### src/design/srsw_pkg.sv
// ----------------------------------------------------------------------------
// srsw_pkg
// types and codes shared by the selective repeat sender window unit
// ----------------------------------------------------------------------------
package srsw_pkg;

    localparam int SEQ_W     = 6;
    localparam int FRAME_W   = 16;
    localparam int WIN_CFG_W = 5;
    localparam int CFG_IDX_W = 2;

    // item opcodes
    localparam logic [1:0] OP_START   = 2'd0;
    localparam logic [1:0] OP_ACK     = 2'd1;
    localparam logic [1:0] OP_TIMEOUT = 2'd2;

    // configuration register indexes
    localparam logic [CFG_IDX_W-1:0] REG_WINDOW_SIZE  = 2'd0;
    localparam logic [CFG_IDX_W-1:0] REG_TOTAL_FRAMES = 2'd1;

    typedef struct packed {
        logic [1:0]       opcode;
        logic [SEQ_W-1:0] ack_seq;
    } srsw_in_t;

    typedef struct packed {
        logic               has_frame;
        logic [SEQ_W-1:0]   send_seq;
        logic [FRAME_W-1:0] send_frame;
        logic               last;
        logic               done_res;
    } srsw_out_t;

    typedef enum logic [2:0] {
        ST_IDLE,
        ST_LOAD_START,
        ST_ACK,
        ST_POP,
        ST_REFILL,
        ST_SCAN,
        ST_RESEND,
        ST_EMPTY
    } state_t;

    typedef enum logic [3:0] {
        CMD_NONE,
        CMD_CLEAR,
        CMD_LOAD_START,
        CMD_LOAD_REFILL,
        CMD_HEAD_ACK,
        CMD_POP,
        CMD_MARK,
        CMD_RESEND,
        CMD_EMPTY
    } cmd_op_t;

    typedef struct packed {
        logic    capture;
        cmd_op_t op;
    } dp_cmd_t;

    typedef struct packed {
        logic occ_zero;
        logic head_match;
        logic head_acked;
        logic start_more;
        logic start_last;
        logic refill_more;
        logic refill_last;
        logic walk_last;
    } dp_status_t;

endpackage

### src/design/srsw_ctrl.sv
// ----------------------------------------------------------------------------
// srsw_ctrl
// sequencer: walks one item through load, ack, pop, refill, scan or resend steps
// ----------------------------------------------------------------------------
module srsw_ctrl (
    input  logic                   clk,
    input  logic                   rst_n,
    input  logic                   start,
    input  logic [1:0]             opcode,
    input  srsw_pkg::dp_status_t   status,
    output srsw_pkg::dp_cmd_t      cmd,
    output logic                   busy
);

    srsw_pkg::state_t state_reg;
    srsw_pkg::state_t state_next;

    always_ff @(posedge clk or negedge rst_n)
    begin
        if (!rst_n)
        begin
            state_reg <= srsw_pkg::ST_IDLE;
        end
        else
        begin
            state_reg <= state_next;
        end
    end

    always_comb
    begin
        state_next  = state_reg;
        cmd.capture = 1'b0;
        cmd.op      = srsw_pkg::CMD_NONE;
        case (state_reg)
            srsw_pkg::ST_IDLE:
            begin
                if (start)
                begin
                    cmd.capture = 1'b1;
                    case (opcode)
                        srsw_pkg::OP_START:
                        begin
                            cmd.op     = srsw_pkg::CMD_CLEAR;
                            state_next = srsw_pkg::ST_LOAD_START;
                        end
                        srsw_pkg::OP_ACK:     state_next = srsw_pkg::ST_ACK;
                        srsw_pkg::OP_TIMEOUT: state_next = srsw_pkg::ST_RESEND;
                        default:              state_next = srsw_pkg::ST_EMPTY;
                    endcase
                end
            end
            srsw_pkg::ST_LOAD_START:
            begin
                if (status.start_more)
                begin
                    cmd.op = srsw_pkg::CMD_LOAD_START;
                    if (status.start_last)
                    begin
                        state_next = srsw_pkg::ST_IDLE;
                    end
                end
                else
                begin
                    cmd.op     = srsw_pkg::CMD_EMPTY;
                    state_next = srsw_pkg::ST_IDLE;
                end
            end
            srsw_pkg::ST_ACK:
            begin
                if (status.occ_zero)
                begin
                    cmd.op     = srsw_pkg::CMD_EMPTY;
                    state_next = srsw_pkg::ST_IDLE;
                end
                else if (status.head_match)
                begin
                    cmd.op     = srsw_pkg::CMD_HEAD_ACK;
                    state_next = srsw_pkg::ST_POP;
                end
                else
                begin
                    state_next = srsw_pkg::ST_SCAN;
                end
            end
            srsw_pkg::ST_POP:
            begin
                // pop the run of acked frames at the front, one a cycle
                if (!status.occ_zero && status.head_acked)
                begin
                    cmd.op = srsw_pkg::CMD_POP;
                end
                else
                begin
                    state_next = srsw_pkg::ST_REFILL;
                end
            end
            srsw_pkg::ST_REFILL:
            begin
                if (status.refill_more)
                begin
                    cmd.op = srsw_pkg::CMD_LOAD_REFILL;
                    if (status.refill_last)
                    begin
                        state_next = srsw_pkg::ST_IDLE;
                    end
                end
                else
                begin
                    cmd.op     = srsw_pkg::CMD_EMPTY;
                    state_next = srsw_pkg::ST_IDLE;
                end
            end
            srsw_pkg::ST_SCAN:
            begin
                cmd.op = srsw_pkg::CMD_MARK;
                if (status.walk_last)
                begin
                    state_next = srsw_pkg::ST_EMPTY;
                end
            end
            srsw_pkg::ST_RESEND:
            begin
                if (status.occ_zero)
                begin
                    cmd.op     = srsw_pkg::CMD_EMPTY;
                    state_next = srsw_pkg::ST_IDLE;
                end
                else
                begin
                    cmd.op = srsw_pkg::CMD_RESEND;
                    if (status.walk_last)
                    begin
                        state_next = srsw_pkg::ST_IDLE;
                    end
                end
            end
            srsw_pkg::ST_EMPTY:
            begin
                cmd.op     = srsw_pkg::CMD_EMPTY;
                state_next = srsw_pkg::ST_IDLE;
            end
            default:
            begin
                state_next = srsw_pkg::ST_IDLE;
            end
        endcase
    end

    assign busy = (state_reg != srsw_pkg::ST_IDLE);

endmodule

### src/design/srsw_datapath.sv
// ----------------------------------------------------------------------------
// srsw_datapath
// window slots, counters, configuration registers and the result register
// ----------------------------------------------------------------------------
module srsw_datapath #(
    parameter int MAX_WINDOW = 16
) (
    input  logic                                   clk,
    input  logic                                   rst_n,
    input  logic                                   cfg_wr_en,
    input  logic [srsw_pkg::CFG_IDX_W-1:0]         cfg_index,
    input  logic [srsw_pkg::FRAME_W-1:0]           cfg_data,
    input  logic [srsw_pkg::SEQ_W-1:0]             ack_seq,
    input  srsw_pkg::dp_cmd_t                      cmd,
    output srsw_pkg::dp_status_t                   status,
    output logic                                   result_valid,
    output srsw_pkg::srsw_out_t                    result
);

    localparam int SLOT_W = (MAX_WINDOW > 1) ? $clog2(MAX_WINDOW) : 1;
    localparam int OCC_W  = $clog2(MAX_WINDOW + 1);
    localparam int SEQ_W  = srsw_pkg::SEQ_W;
    localparam int FR_W   = srsw_pkg::FRAME_W;
    localparam int WS_W   = srsw_pkg::WIN_CFG_W;

    localparam logic [OCC_W:0]   DEPTH    = (OCC_W + 1)'(MAX_WINDOW);
    localparam logic [OCC_W:0]   OCC_ONE  = (OCC_W + 1)'(1);
    localparam logic [WS_W-1:0]  MAX_WS   = WS_W'(MAX_WINDOW);
    localparam logic [FR_W:0]    ISS_ONE  = (FR_W + 1)'(1);

    // slot at offset off from base, around the circular window
    function automatic logic [SLOT_W-1:0] slot_at(input logic [SLOT_W-1:0] base,
                                                  input logic [OCC_W-1:0]  off);
        logic [OCC_W:0] sum;
        sum = (OCC_W + 1)'(base) + (OCC_W + 1)'(off);
        if (sum >= DEPTH)
        begin
            sum = sum - DEPTH;
        end
        return sum[SLOT_W-1:0];
    endfunction

    logic [WS_W-1:0]       win_size_reg;
    logic [FR_W-1:0]       total_reg;
    logic [SEQ_W-1:0]      ack_reg;

    logic [SEQ_W-1:0]      seq_mem_reg   [MAX_WINDOW];
    logic [FR_W-1:0]       frame_mem_reg [MAX_WINDOW];
    logic [MAX_WINDOW-1:0] acked_reg;
    logic [MAX_WINDOW-1:0] acked_next;

    logic [SLOT_W-1:0]     head_reg;
    logic [SLOT_W-1:0]     head_next;
    logic [OCC_W-1:0]      occ_reg;
    logic [OCC_W-1:0]      occ_next;
    logic [OCC_W-1:0]      cnt_reg;
    logic [OCC_W-1:0]      cnt_next;
    logic [SEQ_W-1:0]      next_seq_reg;
    logic [SEQ_W-1:0]      next_seq_next;
    logic [FR_W-1:0]       issued_reg;
    logic [FR_W-1:0]       issued_next;
    logic [FR_W-1:0]       ack_cnt_reg;
    logic [FR_W-1:0]       ack_cnt_next;

    logic                  result_valid_reg;
    logic                  result_valid_next;
    srsw_pkg::srsw_out_t   result_reg;
    srsw_pkg::srsw_out_t   result_next;

    logic [OCC_W-1:0]      w_eff;
    logic [SEQ_W:0]        mod_val;
    logic [SEQ_W-1:0]      seq_inc;
    logic [SEQ_W-1:0]      seq_wrapped;
    logic [SLOT_W-1:0]     rd_slot;
    logic [SLOT_W-1:0]     tail_slot;
    logic [SEQ_W-1:0]      rd_seq;
    logic [FR_W-1:0]       rd_frame;
    logic                  rd_acked;
    logic                  can_load;
    logic                  issue_last;
    logic                  done_now;
    logic                  load_en;
    logic                  load_start;

    // a window size of zero acts as one, above the slot count it saturates
    always_comb
    begin
        if (win_size_reg == '0)
        begin
            w_eff = OCC_W'(1);
        end
        else if (win_size_reg > MAX_WS)
        begin
            w_eff = OCC_W'(MAX_WINDOW);
        end
        else
        begin
            w_eff = OCC_W'(win_size_reg);
        end
    end

    assign mod_val     = (SEQ_W + 1)'({w_eff, 1'b1});
    assign seq_inc     = next_seq_reg + SEQ_W'(1);
    assign seq_wrapped = ({1'b0, seq_inc} > mod_val) ? SEQ_W'(1) : seq_inc;

    assign rd_slot   = slot_at(head_reg, cnt_reg);
    assign tail_slot = slot_at(head_reg, occ_reg);
    assign rd_seq    = seq_mem_reg[rd_slot];
    assign rd_frame  = frame_mem_reg[rd_slot];
    assign rd_acked  = acked_reg[rd_slot];

    assign can_load   = (issued_reg < total_reg);
    assign issue_last = (({1'b0, issued_reg} + ISS_ONE) >= {1'b0, total_reg});
    assign done_now   = (ack_cnt_reg >= total_reg) && (occ_reg == '0);
    assign load_start = (cmd.op == srsw_pkg::CMD_LOAD_START);

    // cnt_reg is zero in the ack state, so rd_slot is the head there
    assign status.occ_zero    = (occ_reg == '0);
    assign status.head_match  = (rd_seq == ack_reg);
    assign status.head_acked  = acked_reg[head_reg];
    assign status.start_more  = can_load && (cnt_reg < w_eff);
    assign status.start_last  = issue_last ||
                                (({1'b0, cnt_reg} + OCC_ONE) >= {1'b0, w_eff});
    assign status.refill_more = can_load && (cnt_reg != '0);
    assign status.refill_last = issue_last || (cnt_reg == OCC_W'(1));
    assign status.walk_last   = (({1'b0, cnt_reg} + OCC_ONE) >= {1'b0, occ_reg});

    always_comb
    begin
        acked_next        = acked_reg;
        head_next         = head_reg;
        occ_next          = occ_reg;
        cnt_next          = cnt_reg;
        next_seq_next     = next_seq_reg;
        issued_next       = issued_reg;
        ack_cnt_next      = ack_cnt_reg;
        result_valid_next = 1'b0;
        result_next       = result_reg;
        load_en           = 1'b0;
        case (cmd.op)
            srsw_pkg::CMD_CLEAR:
            begin
                acked_next    = '0;
                head_next     = '0;
                occ_next      = '0;
                next_seq_next = SEQ_W'(1);
                issued_next   = '0;
                ack_cnt_next  = '0;
            end
            srsw_pkg::CMD_LOAD_START,
            srsw_pkg::CMD_LOAD_REFILL:
            begin
                load_en                 = 1'b1;
                acked_next[tail_slot]   = 1'b0;
                occ_next                = occ_reg + OCC_W'(1);
                issued_next             = issued_reg + FR_W'(1);
                next_seq_next           = seq_wrapped;
                cnt_next                = load_start ? (cnt_reg + OCC_W'(1))
                                                     : (cnt_reg - OCC_W'(1));
                result_valid_next       = 1'b1;
                result_next.has_frame   = 1'b1;
                result_next.send_seq    = next_seq_reg;
                result_next.send_frame  = issued_reg;
                result_next.last        = load_start ? status.start_last
                                                     : status.refill_last;
                result_next.done_res    = 1'b0;
            end
            srsw_pkg::CMD_HEAD_ACK,
            srsw_pkg::CMD_MARK:
            begin
                if ((rd_seq == ack_reg) && !rd_acked)
                begin
                    acked_next[rd_slot] = 1'b1;
                    ack_cnt_next        = ack_cnt_reg + FR_W'(1);
                end
                if (cmd.op == srsw_pkg::CMD_MARK)
                begin
                    cnt_next = cnt_reg + OCC_W'(1);
                end
            end
            srsw_pkg::CMD_POP:
            begin
                // cnt counts pops, later the refill budget
                acked_next[head_reg] = 1'b0;
                head_next            = slot_at(head_reg, OCC_W'(1));
                occ_next             = occ_reg - OCC_W'(1);
                cnt_next             = cnt_reg + OCC_W'(1);
            end
            srsw_pkg::CMD_RESEND:
            begin
                cnt_next               = cnt_reg + OCC_W'(1);
                result_valid_next      = 1'b1;
                result_next.has_frame  = 1'b1;
                result_next.send_seq   = rd_seq;
                result_next.send_frame = rd_frame;
                result_next.last       = status.walk_last;
                result_next.done_res   = 1'b0;
            end
            srsw_pkg::CMD_EMPTY:
            begin
                result_valid_next      = 1'b1;
                result_next.has_frame  = 1'b0;
                result_next.send_seq   = '0;
                result_next.send_frame = '0;
                result_next.last       = 1'b1;
                result_next.done_res   = done_now;
            end
            default:
            begin
            end
        endcase
        if (cmd.capture)
        begin
            cnt_next = '0;
        end
    end

    always_ff @(posedge clk or negedge rst_n)
    begin
        if (!rst_n)
        begin
            win_size_reg     <= WS_W'(1);
            total_reg        <= FR_W'(1);
            acked_reg        <= '0;
            head_reg         <= '0;
            occ_reg          <= '0;
            cnt_reg          <= '0;
            next_seq_reg     <= SEQ_W'(1);
            issued_reg       <= '0;
            ack_cnt_reg      <= '0;
            result_valid_reg <= 1'b0;
        end
        else
        begin
            if (cfg_wr_en)
            begin
                case (cfg_index)
                    srsw_pkg::REG_WINDOW_SIZE:  win_size_reg <= cfg_data[WS_W-1:0];
                    srsw_pkg::REG_TOTAL_FRAMES: total_reg    <= cfg_data;
                    default:
                    begin
                    end
                endcase
            end
            acked_reg        <= acked_next;
            head_reg         <= head_next;
            occ_reg          <= occ_next;
            cnt_reg          <= cnt_next;
            next_seq_reg     <= next_seq_next;
            issued_reg       <= issued_next;
            ack_cnt_reg      <= ack_cnt_next;
            result_valid_reg <= result_valid_next;
        end
    end

    always_ff @(posedge clk)
    begin
        if (cmd.capture)
        begin
            ack_reg <= ack_seq;
        end
        if (load_en)
        begin
            seq_mem_reg[tail_slot]   <= next_seq_reg;
            frame_mem_reg[tail_slot] <= issued_reg;
        end
        result_reg <= result_next;
    end

    assign result_valid = result_valid_reg;
    assign result       = result_reg;

endmodule

### src/design/selective_repeat_sender_window_unit.sv
// ----------------------------------------------------------------------------
// selective_repeat_sender_window_unit
// sender side of a selective repeat window: start, ack and timeout items
// produce frame send orders from a circular window of frames in flight
// ----------------------------------------------------------------------------
//  channel   | signals                          | handshake
//  ----------+----------------------------------+----------------------------
//  item in   | start, busy, req                 | taken when start & !busy
//  result    | result_valid, result             | one-cycle strobe, no stall
//  config    | cfg_wr_en, cfg_index, cfg_data   | written when cfg_wr_en
//
//  start clears, then loads frames; an ack to the oldest frame marks it, pops
//  the acked front run, then refills; other acks scan the window; timeout
//  resends each frame; an empty window or unknown opcode gives an empty result.
//  the sequencer does one slot step a cycle; results are never held off.
//  each result shows in the cycle after its step; busy drops as the last shows.
//  async reset leaves an empty window, window_size 1 and total_frames 1.
// ----------------------------------------------------------------------------
module selective_repeat_sender_window_unit #(
    parameter int MAX_WINDOW = 16
) (
    input  logic                             clk,
    input  logic                             rst_n,
    input  logic                             start,
    output logic                             busy,
    input  srsw_pkg::srsw_in_t               req,
    output logic                             result_valid,
    output srsw_pkg::srsw_out_t              result,
    input  logic                             cfg_wr_en,
    input  logic [srsw_pkg::CFG_IDX_W-1:0]   cfg_index,
    input  logic [srsw_pkg::FRAME_W-1:0]     cfg_data
);

    srsw_pkg::dp_cmd_t    dp_cmd;
    srsw_pkg::dp_status_t dp_status;

    srsw_ctrl u_ctrl (
        .clk    (clk),
        .rst_n  (rst_n),
        .start  (start),
        .opcode (req.opcode),
        .status (dp_status),
        .cmd    (dp_cmd),
        .busy   (busy)
    );

    srsw_datapath #(
        .MAX_WINDOW (MAX_WINDOW)
    ) u_datapath (
        .clk          (clk),
        .rst_n        (rst_n),
        .cfg_wr_en    (cfg_wr_en),
        .cfg_index    (cfg_index),
        .cfg_data     (cfg_data),
        .ack_seq      (req.ack_seq),
        .cmd          (dp_cmd),
        .status       (dp_status),
        .result_valid (result_valid),
        .result       (result)
    );

endmodule

### config.mk
export PLATFORM = sky130hd
export DESIGN_NAME = selective_repeat_sender_window_unit
export DESIGN_NICKNAME = d
export VERILOG_FILES = /design/src/design/srsw_pkg.sv /design/src/design/srsw_ctrl.sv /design/src/design/srsw_datapath.sv /design/src/design/selective_repeat_sender_window_unit.sv
export SDC_FILE = /design/constraint.sdc
export NUM_CORES = 1
export LEC_CHECK = 0
export BUFFER_PORTS_ARGS = -buffer_cell sky130_fd_sc_hd__buf_2
export CORE_MARGIN = 3
export CORE_UTILIZATION = 30
export CTS_BUF_LIST = sky130_fd_sc_hd__clkbuf_4
export DETAILED_ROUTE_END_ITERATION = 7
export PLACE_DENSITY_LB_ADDON = 0.25
export SYNTH_ARGS = -nofsm -noshare
export SYNTH_HDL_FRONTEND = slang
export SYNTH_SLANG_ARGS = --single-unit
### constraint.sdc
create_clock -name clk -period 6.7 [get_ports clk]
set_clock_uncertainty 0.05 [all_clocks]
set_input_delay 0.67 -clock clk [delete_from_list [all_inputs] [get_ports clk]]
set_output_delay 0.67 -clock clk [all_outputs]
set_load 0.01 [all_outputs]
# Word-level counts from Yosys, hierarchy flattened
# Memories as Yosys holds them, arrays and structs flattened.
# Cells that the tools add are included.
[totals]
reg_bits = 124
ramBits = 352
input_bits = 30
out_inout_bits = 27
memories = 2
[mem_list]
columns = ["memory", "depth", "width", "read_ports", "rd_ports_with_merged_regs", "wr", "line_no", "text"]
rows = [
  ["u_datapath.frame_mem_reg", 16, 16, 1, 0, 1, "srsw_datapath.sv:48", "logic [FR_W-1:0] frame_mem_reg [MAX_WINDOW];"],
  ["u_datapath.seq_mem_reg", 16, 6, 1, 0, 1, "srsw_datapath.sv:47", "logic [SEQ_W-1:0] seq_mem_reg [MAX_WINDOW];"],
]
[op_classes]
addsub = 15
n_lt_le_gt_ge = 17
n_eq_ne = 28
muxes = 57
bitwise = 5
reduce_logical = 36
[op_table]
columns = ["cell", "count"]
rows = [
  ["one-hot mux 25 bit (3 select lines)", 1],
  ["one-hot mux 16 bit (2 select lines)", 2],
  ["one-hot mux 16 bit (4 select lines)", 1],
  ["two-way mux 3 bit", 13],
  ["adder 16 x 1 -> 16 bit (second input constant)", 2],
  ["AND 16 bit", 2],
  ["two-way mux 16 bit", 2],
  ["inverter 16 bit", 2],
  ["one-hot mux 4 bit (8 select lines)", 1],
  ["two-way mux 5 bit", 6],
  ["one-hot mux 5 bit (3 select lines)", 2],
  ["two-way mux 4 bit", 7],
  ["one-hot mux 3 bit (8 select lines)", 1],
  ["adder 16 x 1 -> 17 bit (second input constant)", 1],
  ["greater-or-equal comparator 17 x 16 -> 1 bit", 1],
  ["== test 4 x 3 -> 1 bit (second input constant)", 4],
  ["greater-or-equal comparator 16 bit", 1],
  ["< comparator 16 bit", 1],
  ["OR 16 bit", 1],
  ["< comparator 4 x 5 -> 1 bit (second input constant)", 3],
  ["adder 4 x 5 -> 6 bit", 2],
  ["demux 1 bit (select 4 bit)", 3],
  ["== test 3 bit (second input constant)", 4],
  ["greater-or-equal comparator 4 x 1 -> 1 bit (second input constant)", 3],
  ["44 further kinds", 92],
]

# Logic depth before layout (Yosys ltp)
# An unclocked memory read counts as a cell.
[depth]
word_depth = 13
mapped_depth = 17
mapped_depth_nobuf = 16

# Cells and area by module
# Synthesis repeated with hierarchy kept, for this count alone.
[unflattened]
hier_cells = 1500
hier_area_um2 = 22008.6
[modules_own_cells]
columns = ["module", "instances", "cells_each", "area_per_inst_um2", "seq_area_each_um2"]
rows = [
  ["srsw_datapath", 1, 1432, 21516.9, 13756.9],
  ["srsw_ctrl", 1, 68, 491.7, 75.1],
]

# Worst setup path after synthesis
# No wires, ideal clock.
[synth_path]
path_kind = "register to register"
startpoint = "reg u_datapath.cnt_reg[0]"
endpoint = "reg u_datapath.ack_cnt_reg[5]"
arrival_ps = 4148
setup_slack_ps = 2370
stages_incl_launch_ff = 15
n_path_buf = 5
period_less_slack_ps = 4330
path_cell_list = "dfrtp_1 ha_1 fa_1 buf_2 buf_1 clkbuf_1 mux4_2 mux4_2 o21bai_1 or4_1 buf_4 buf_4 nor3_2 xnor2_1 nor2_1"
[synth_via]
elab_chain_len = 12
[synth_rtl]
columns = ["element", "line_no", "text"]
rows = [
  ["from (decl)", "srsw_datapath.sv:56", "logic [OCC_W-1:0] cnt_reg;"],
  ["from (signal assigned)", "srsw_datapath.sv:248", "cnt_reg <= cnt_next;"],
  ["adder 4 x 5 -> 6 bit", "srsw_datapath.sv:35", "sum = (OCC_W + 1)'(base) + (OCC_W + 1)'(off);"],
  ["greater-or-equal comparator 6 x 5 -> 1 bit / subtractor 4 x 1 -> 4 bit (equally long branches)", "srsw_datapath.sv:36, srsw_datapath.sv:38", ""],
  ["two-way mux 4 bit", "srsw_datapath.sv:36", "if (sum >= DEPTH)"],
  ["memory read (16 x 6 bit)", "n/a", ""],
  ["== test 6 bit", "srsw_datapath.sv:119, srsw_datapath.sv:171", ""],
  ["two-way mux 3 bit", "srsw_ctrl.sv:76", "else if (status.head_match)"],
  ["two-way mux 4 bit", "srsw_ctrl.sv:71", "if (status.occ_zero)"],
  ["one-hot mux 4 bit (8 select lines)", "srsw_ctrl.sv:35", "case (state_reg)"],
  ["== test 4 x 3 -> 1 bit", "srsw_datapath.sv:140", "case (cmd.op)"],
  ["OR reduction 2 bit", "srsw_datapath.sv:140", ""],
  ["!= test 2 x 1 -> 1 bit (no source line) / nonzero test 2 bit (equally long branches)", "n/a", ""],
  ["AND reduction 2 bit (no source line)", "n/a", ""],
  ["to (signal assigned)", "srsw_datapath.sv:251", "ack_cnt_reg <= ack_cnt_next;"],
  ["to (decl)", "srsw_datapath.sv:62", "logic [FR_W-1:0] ack_cnt_reg;"],
]
# Several ways; a longest one is shown, not always the timed one. The select of a mux whose other input is x is not followed.
# A chain may end at the register's enable or synchronous reset.

# Final worst setup path
[layout_path]
startpoint = "reg u_datapath.head_reg[0]"
endpoint = "reg u_datapath.ack_cnt_reg[13]"
[layout_via]
elab_chain_len = 12
[layout_rtl]
columns = ["element", "line_no", "text"]
rows = [
  ["from (decl)", "srsw_datapath.sv:52", "logic [SLOT_W-1:0] head_reg;"],
  ["from (signal assigned)", "srsw_datapath.sv:246", "head_reg <= head_next;"],
  ["adder 4 x 5 -> 6 bit", "srsw_datapath.sv:35", ""],
  ["greater-or-equal comparator 6 x 5 -> 1 bit / subtractor 4 x 1 -> 4 bit (equally long branches)", "srsw_datapath.sv:36, srsw_datapath.sv:38", ""],
  ["two-way mux 4 bit", "srsw_datapath.sv:36", ""],
  ["memory read (16 x 6 bit)", "n/a", ""],
  ["== test 6 bit", "srsw_datapath.sv:119, srsw_datapath.sv:171", ""],
  ["two-way mux 3 bit", "srsw_ctrl.sv:76", ""],
  ["two-way mux 4 bit", "srsw_ctrl.sv:71", ""],
  ["one-hot mux 4 bit (8 select lines)", "srsw_ctrl.sv:35", ""],
  ["== test 4 x 3 -> 1 bit", "srsw_datapath.sv:140", ""],
  ["OR reduction 2 bit", "srsw_datapath.sv:140", ""],
  ["!= test 2 x 1 -> 1 bit (no source line) / nonzero test 2 bit (equally long branches)", "n/a", ""],
  ["AND reduction 2 bit (no source line)", "n/a", ""],
]
# Several ways; a longest one is shown, not always the timed one. The select of a mux whose other input is x is not followed.

==> results.cfg <==
[status]
outcome = completed

[placement]
dpl_cell_area_um2 = 23500
dp.cells = 2507
routabilityCongestion = 0.840
io_buffers = 56
dp_hpwl_um = 34700

[job]
maxCapViolCount = 0

[global_routing]
grt.busiest_layer = met2
grt_use_met1 = 0.202
grt_pass1_wl_um = 87200
met3_usage = 0.0325
grt_use_met2 = 0.240
grt_max_degree = 76
grt_overflow = 0
grtUsageTotal = 0.151
grt_pass1_vias = 14400
antenna_found_initial = 4

[worst_setup_path]
ff2ff_setup_slack_ps = 1260
critPathKind = flop to flop
required_ps = 7430
crit_chain = ha_4 -> fa_4 -> xor2_4 -> mux4_2 -> mux2i_1 -> mux2_1 -> xnor2_1 -> or4_1 -> or4_1 -> nor4_1 -> xnor2_1 -> nor2_1
reg2regPathDepth = 12
path_delay_family = simple AND/OR/NAND/NOR gates
endpoint_kind = flop
crit_arrival_ps = 6170
cpMaxStageDelayCell = or4_1
r2r-end = u_datapath.ack_cnt_reg[13]
path_buf_inv = 0
r2r-start = u_datapath.head_reg[0]
max_stage_delay_ps = 920
crit_fanout = 23
worstSetupStartpointType = flop

[sta]
finalHoldViolations = 0
drv_slew = 0
tns_ps = 0
rsz0062_at_grt = false
fin_crit_sh = 0.812
max_freq_ghz = 0.184
max_slew_margin = 0.311
fin_crit_ps = 5440
tightest_slew_ps = 1030
setup_violations = 0

[clock_network]
cts_buffer_depth = 3
clockRootBuffer = clkbuf_4
insertion_delay_ps = 950
post_cts_buffers = 0
htreeDepth = 4
cts_sinks = 476
numCtsBuffers = 131
cts_tree = done
clkTransAtPathRegs_ps = 70

[floorplan]
die_x_um = 277
pin_count = 57
fp.dieH_um = 277
die-area_um2 = 76500
floorplan.rows = 98
initial_core_util = 0.305
core_um2 = 72000

[power]
power_density_nw_per_um2 = 418
leakagePower_uw = 0.00962
ir_worst_vdd_uv = 185

[finish]
largest_register_ffs = 256
final_cell_mix = edfxtp_1, nand2_1, clkbuf_4, mux4_2, nand3_1
fillers = 6947
area_delta_synth_final_pct = 15.8
fin_cells = 2754
fin_area_um2 = 25400
final_nets = 1839
final_common_cell = edfxtp_1
drive_gt1_frac = 0.247

[yosys]
yosysTopAreaCellShare = 0.524
synth_top_flop_cell = edfxtp_1
synth_edf_count = 383
syn-instance-count = 1538
syn_avg_cell_area_um2 = 14.3
synth.net_count = 1660
synthDistinctLibCells = 65
yosysSeqAreaShare = 0.630
synthArstFlopShare = 0.195
syn_area_um2 = 22000
yosysWarningCount = 0
synth_largest_area_cell = edfxtp_1
yosys-top-cells-area = edfxtp_1, dfrtp_1, mux4_2
ys_seq_elements = 476

[worst_hold_path]
worstHoldEndpoint = u_datapath.win_size_reg[2]
hold_path_startpoint = cfg_index[1]
holdPathStages = 3
hp-class = input pin to flop

[drt]
wl_um = 57400
first_iter_violations = 913
vias = 13700
ant_nets = 0
vias_per_cell = 4.98
first_pass_iters = 5
drc_errors = 0
wl_per_cell_um = 20.9
metal layers:
layer  up-vias  part of all wire
li1       6269                 -
met1      6953              0.45
met2       403              0.47
met3        93             0.054
met4         0             0.022
met5         -                 0
Yosys cell counts, drive strengths merged (17+ instances only):
cell type	n
mux4	97
inv	54
clkbuf	48
a21oi	47
a21o	19
nand2	184
nor3	17
ha	89
edfxtp	383
dfrtp	90
buf	24
xnor2	36
o21ai	83
nor2	73
mux2	25
nand3	93
report_power, final:
part	internal, uW	leakage (uW)	switching, uW
Clock	1490	0.000995	1210
Combinational	1480	0.00381	2270
Sequential	3790	0.00481	390
through the flow:
step	setup WS (ps)	hold slack, ps	utilization	total power [uW]
2_1_floorplan	2370	324	-	6740
3_3_place_gp	1320	437	0.326	7960
3_5_place_dp	1310	445	0.326	8000
4_1_cts	1270	36.2	0.353	10800
5_1_grt	1010	110	0.353	11400
6_report	1260	154	0.353	10600
cell families after synthesis:
| family | Yosys count | synth area share |
|---|---|---|
| XOR/XNOR | 50 | 0.0199 |
| multiplexers | 135 | 0.120 |
| AO/OA/AOI/OAI | 215 | 0.0590 |
| buffers and inverters | 127 | 0.0245 |
| adder cells (fa/ha/maj) | 92 | 0.0535 |
| flip-flops | 476 | 0.630 |
| AND/OR/NAND/NOR | 443 | 0.0935 |
worst min-delay path, delay by kind of cell:
kind,cells,cell delay [ps]
muxes,1,240
and+or+nand+nor,1,100
buffers and inverters,1,80
worst max-delay path by stage:
stage	from	end	slack (ps)	cells past startpoint
after floorplan	u_datapath.cnt_reg[0]	u_datapath.ack_cnt_reg[5]	2370	14
after global placement	u_datapath.head_reg[0]	u_datapath.ack_cnt_reg[13]	1320	12
final	u_datapath.head_reg[0]	u_datapath.ack_cnt_reg[13]	1260	12
after detailed placement	u_datapath.head_reg[0]	u_datapath.ack_cnt_reg[13]	1310	12
after global routing	u_datapath.head_reg[0]	u_datapath.ack_cnt_reg[13]	1010	12
after CTS	u_datapath.head_reg[0]	u_datapath.ack_cnt_reg[13]	1270	12
cell type report:
cell class / count / area (um^2) / area share
Antenna cell: 4 / 10.0 / 0.000394
Clock buffer: 184 / 1380 / 0.0543
Timing Repair Buffer: 118 / 816 / 0.0321
Inverter: 55 / 206 / 0.00812
Clock inverter: 32 / 307 / 0.0121
Tap cell: 950 / 1190 / 0.0468
Sequential cell: 476 / 13800 / 0.544
Multi-Input combinational cell: 935 / 7680 / 0.302
what timing repair did:
action                    in CTS  in global routing
hold buffers                  27                  0
hold endpoints to repair      45                  0
resized for setup              0                  0
(Power assumes the default switching activity.)
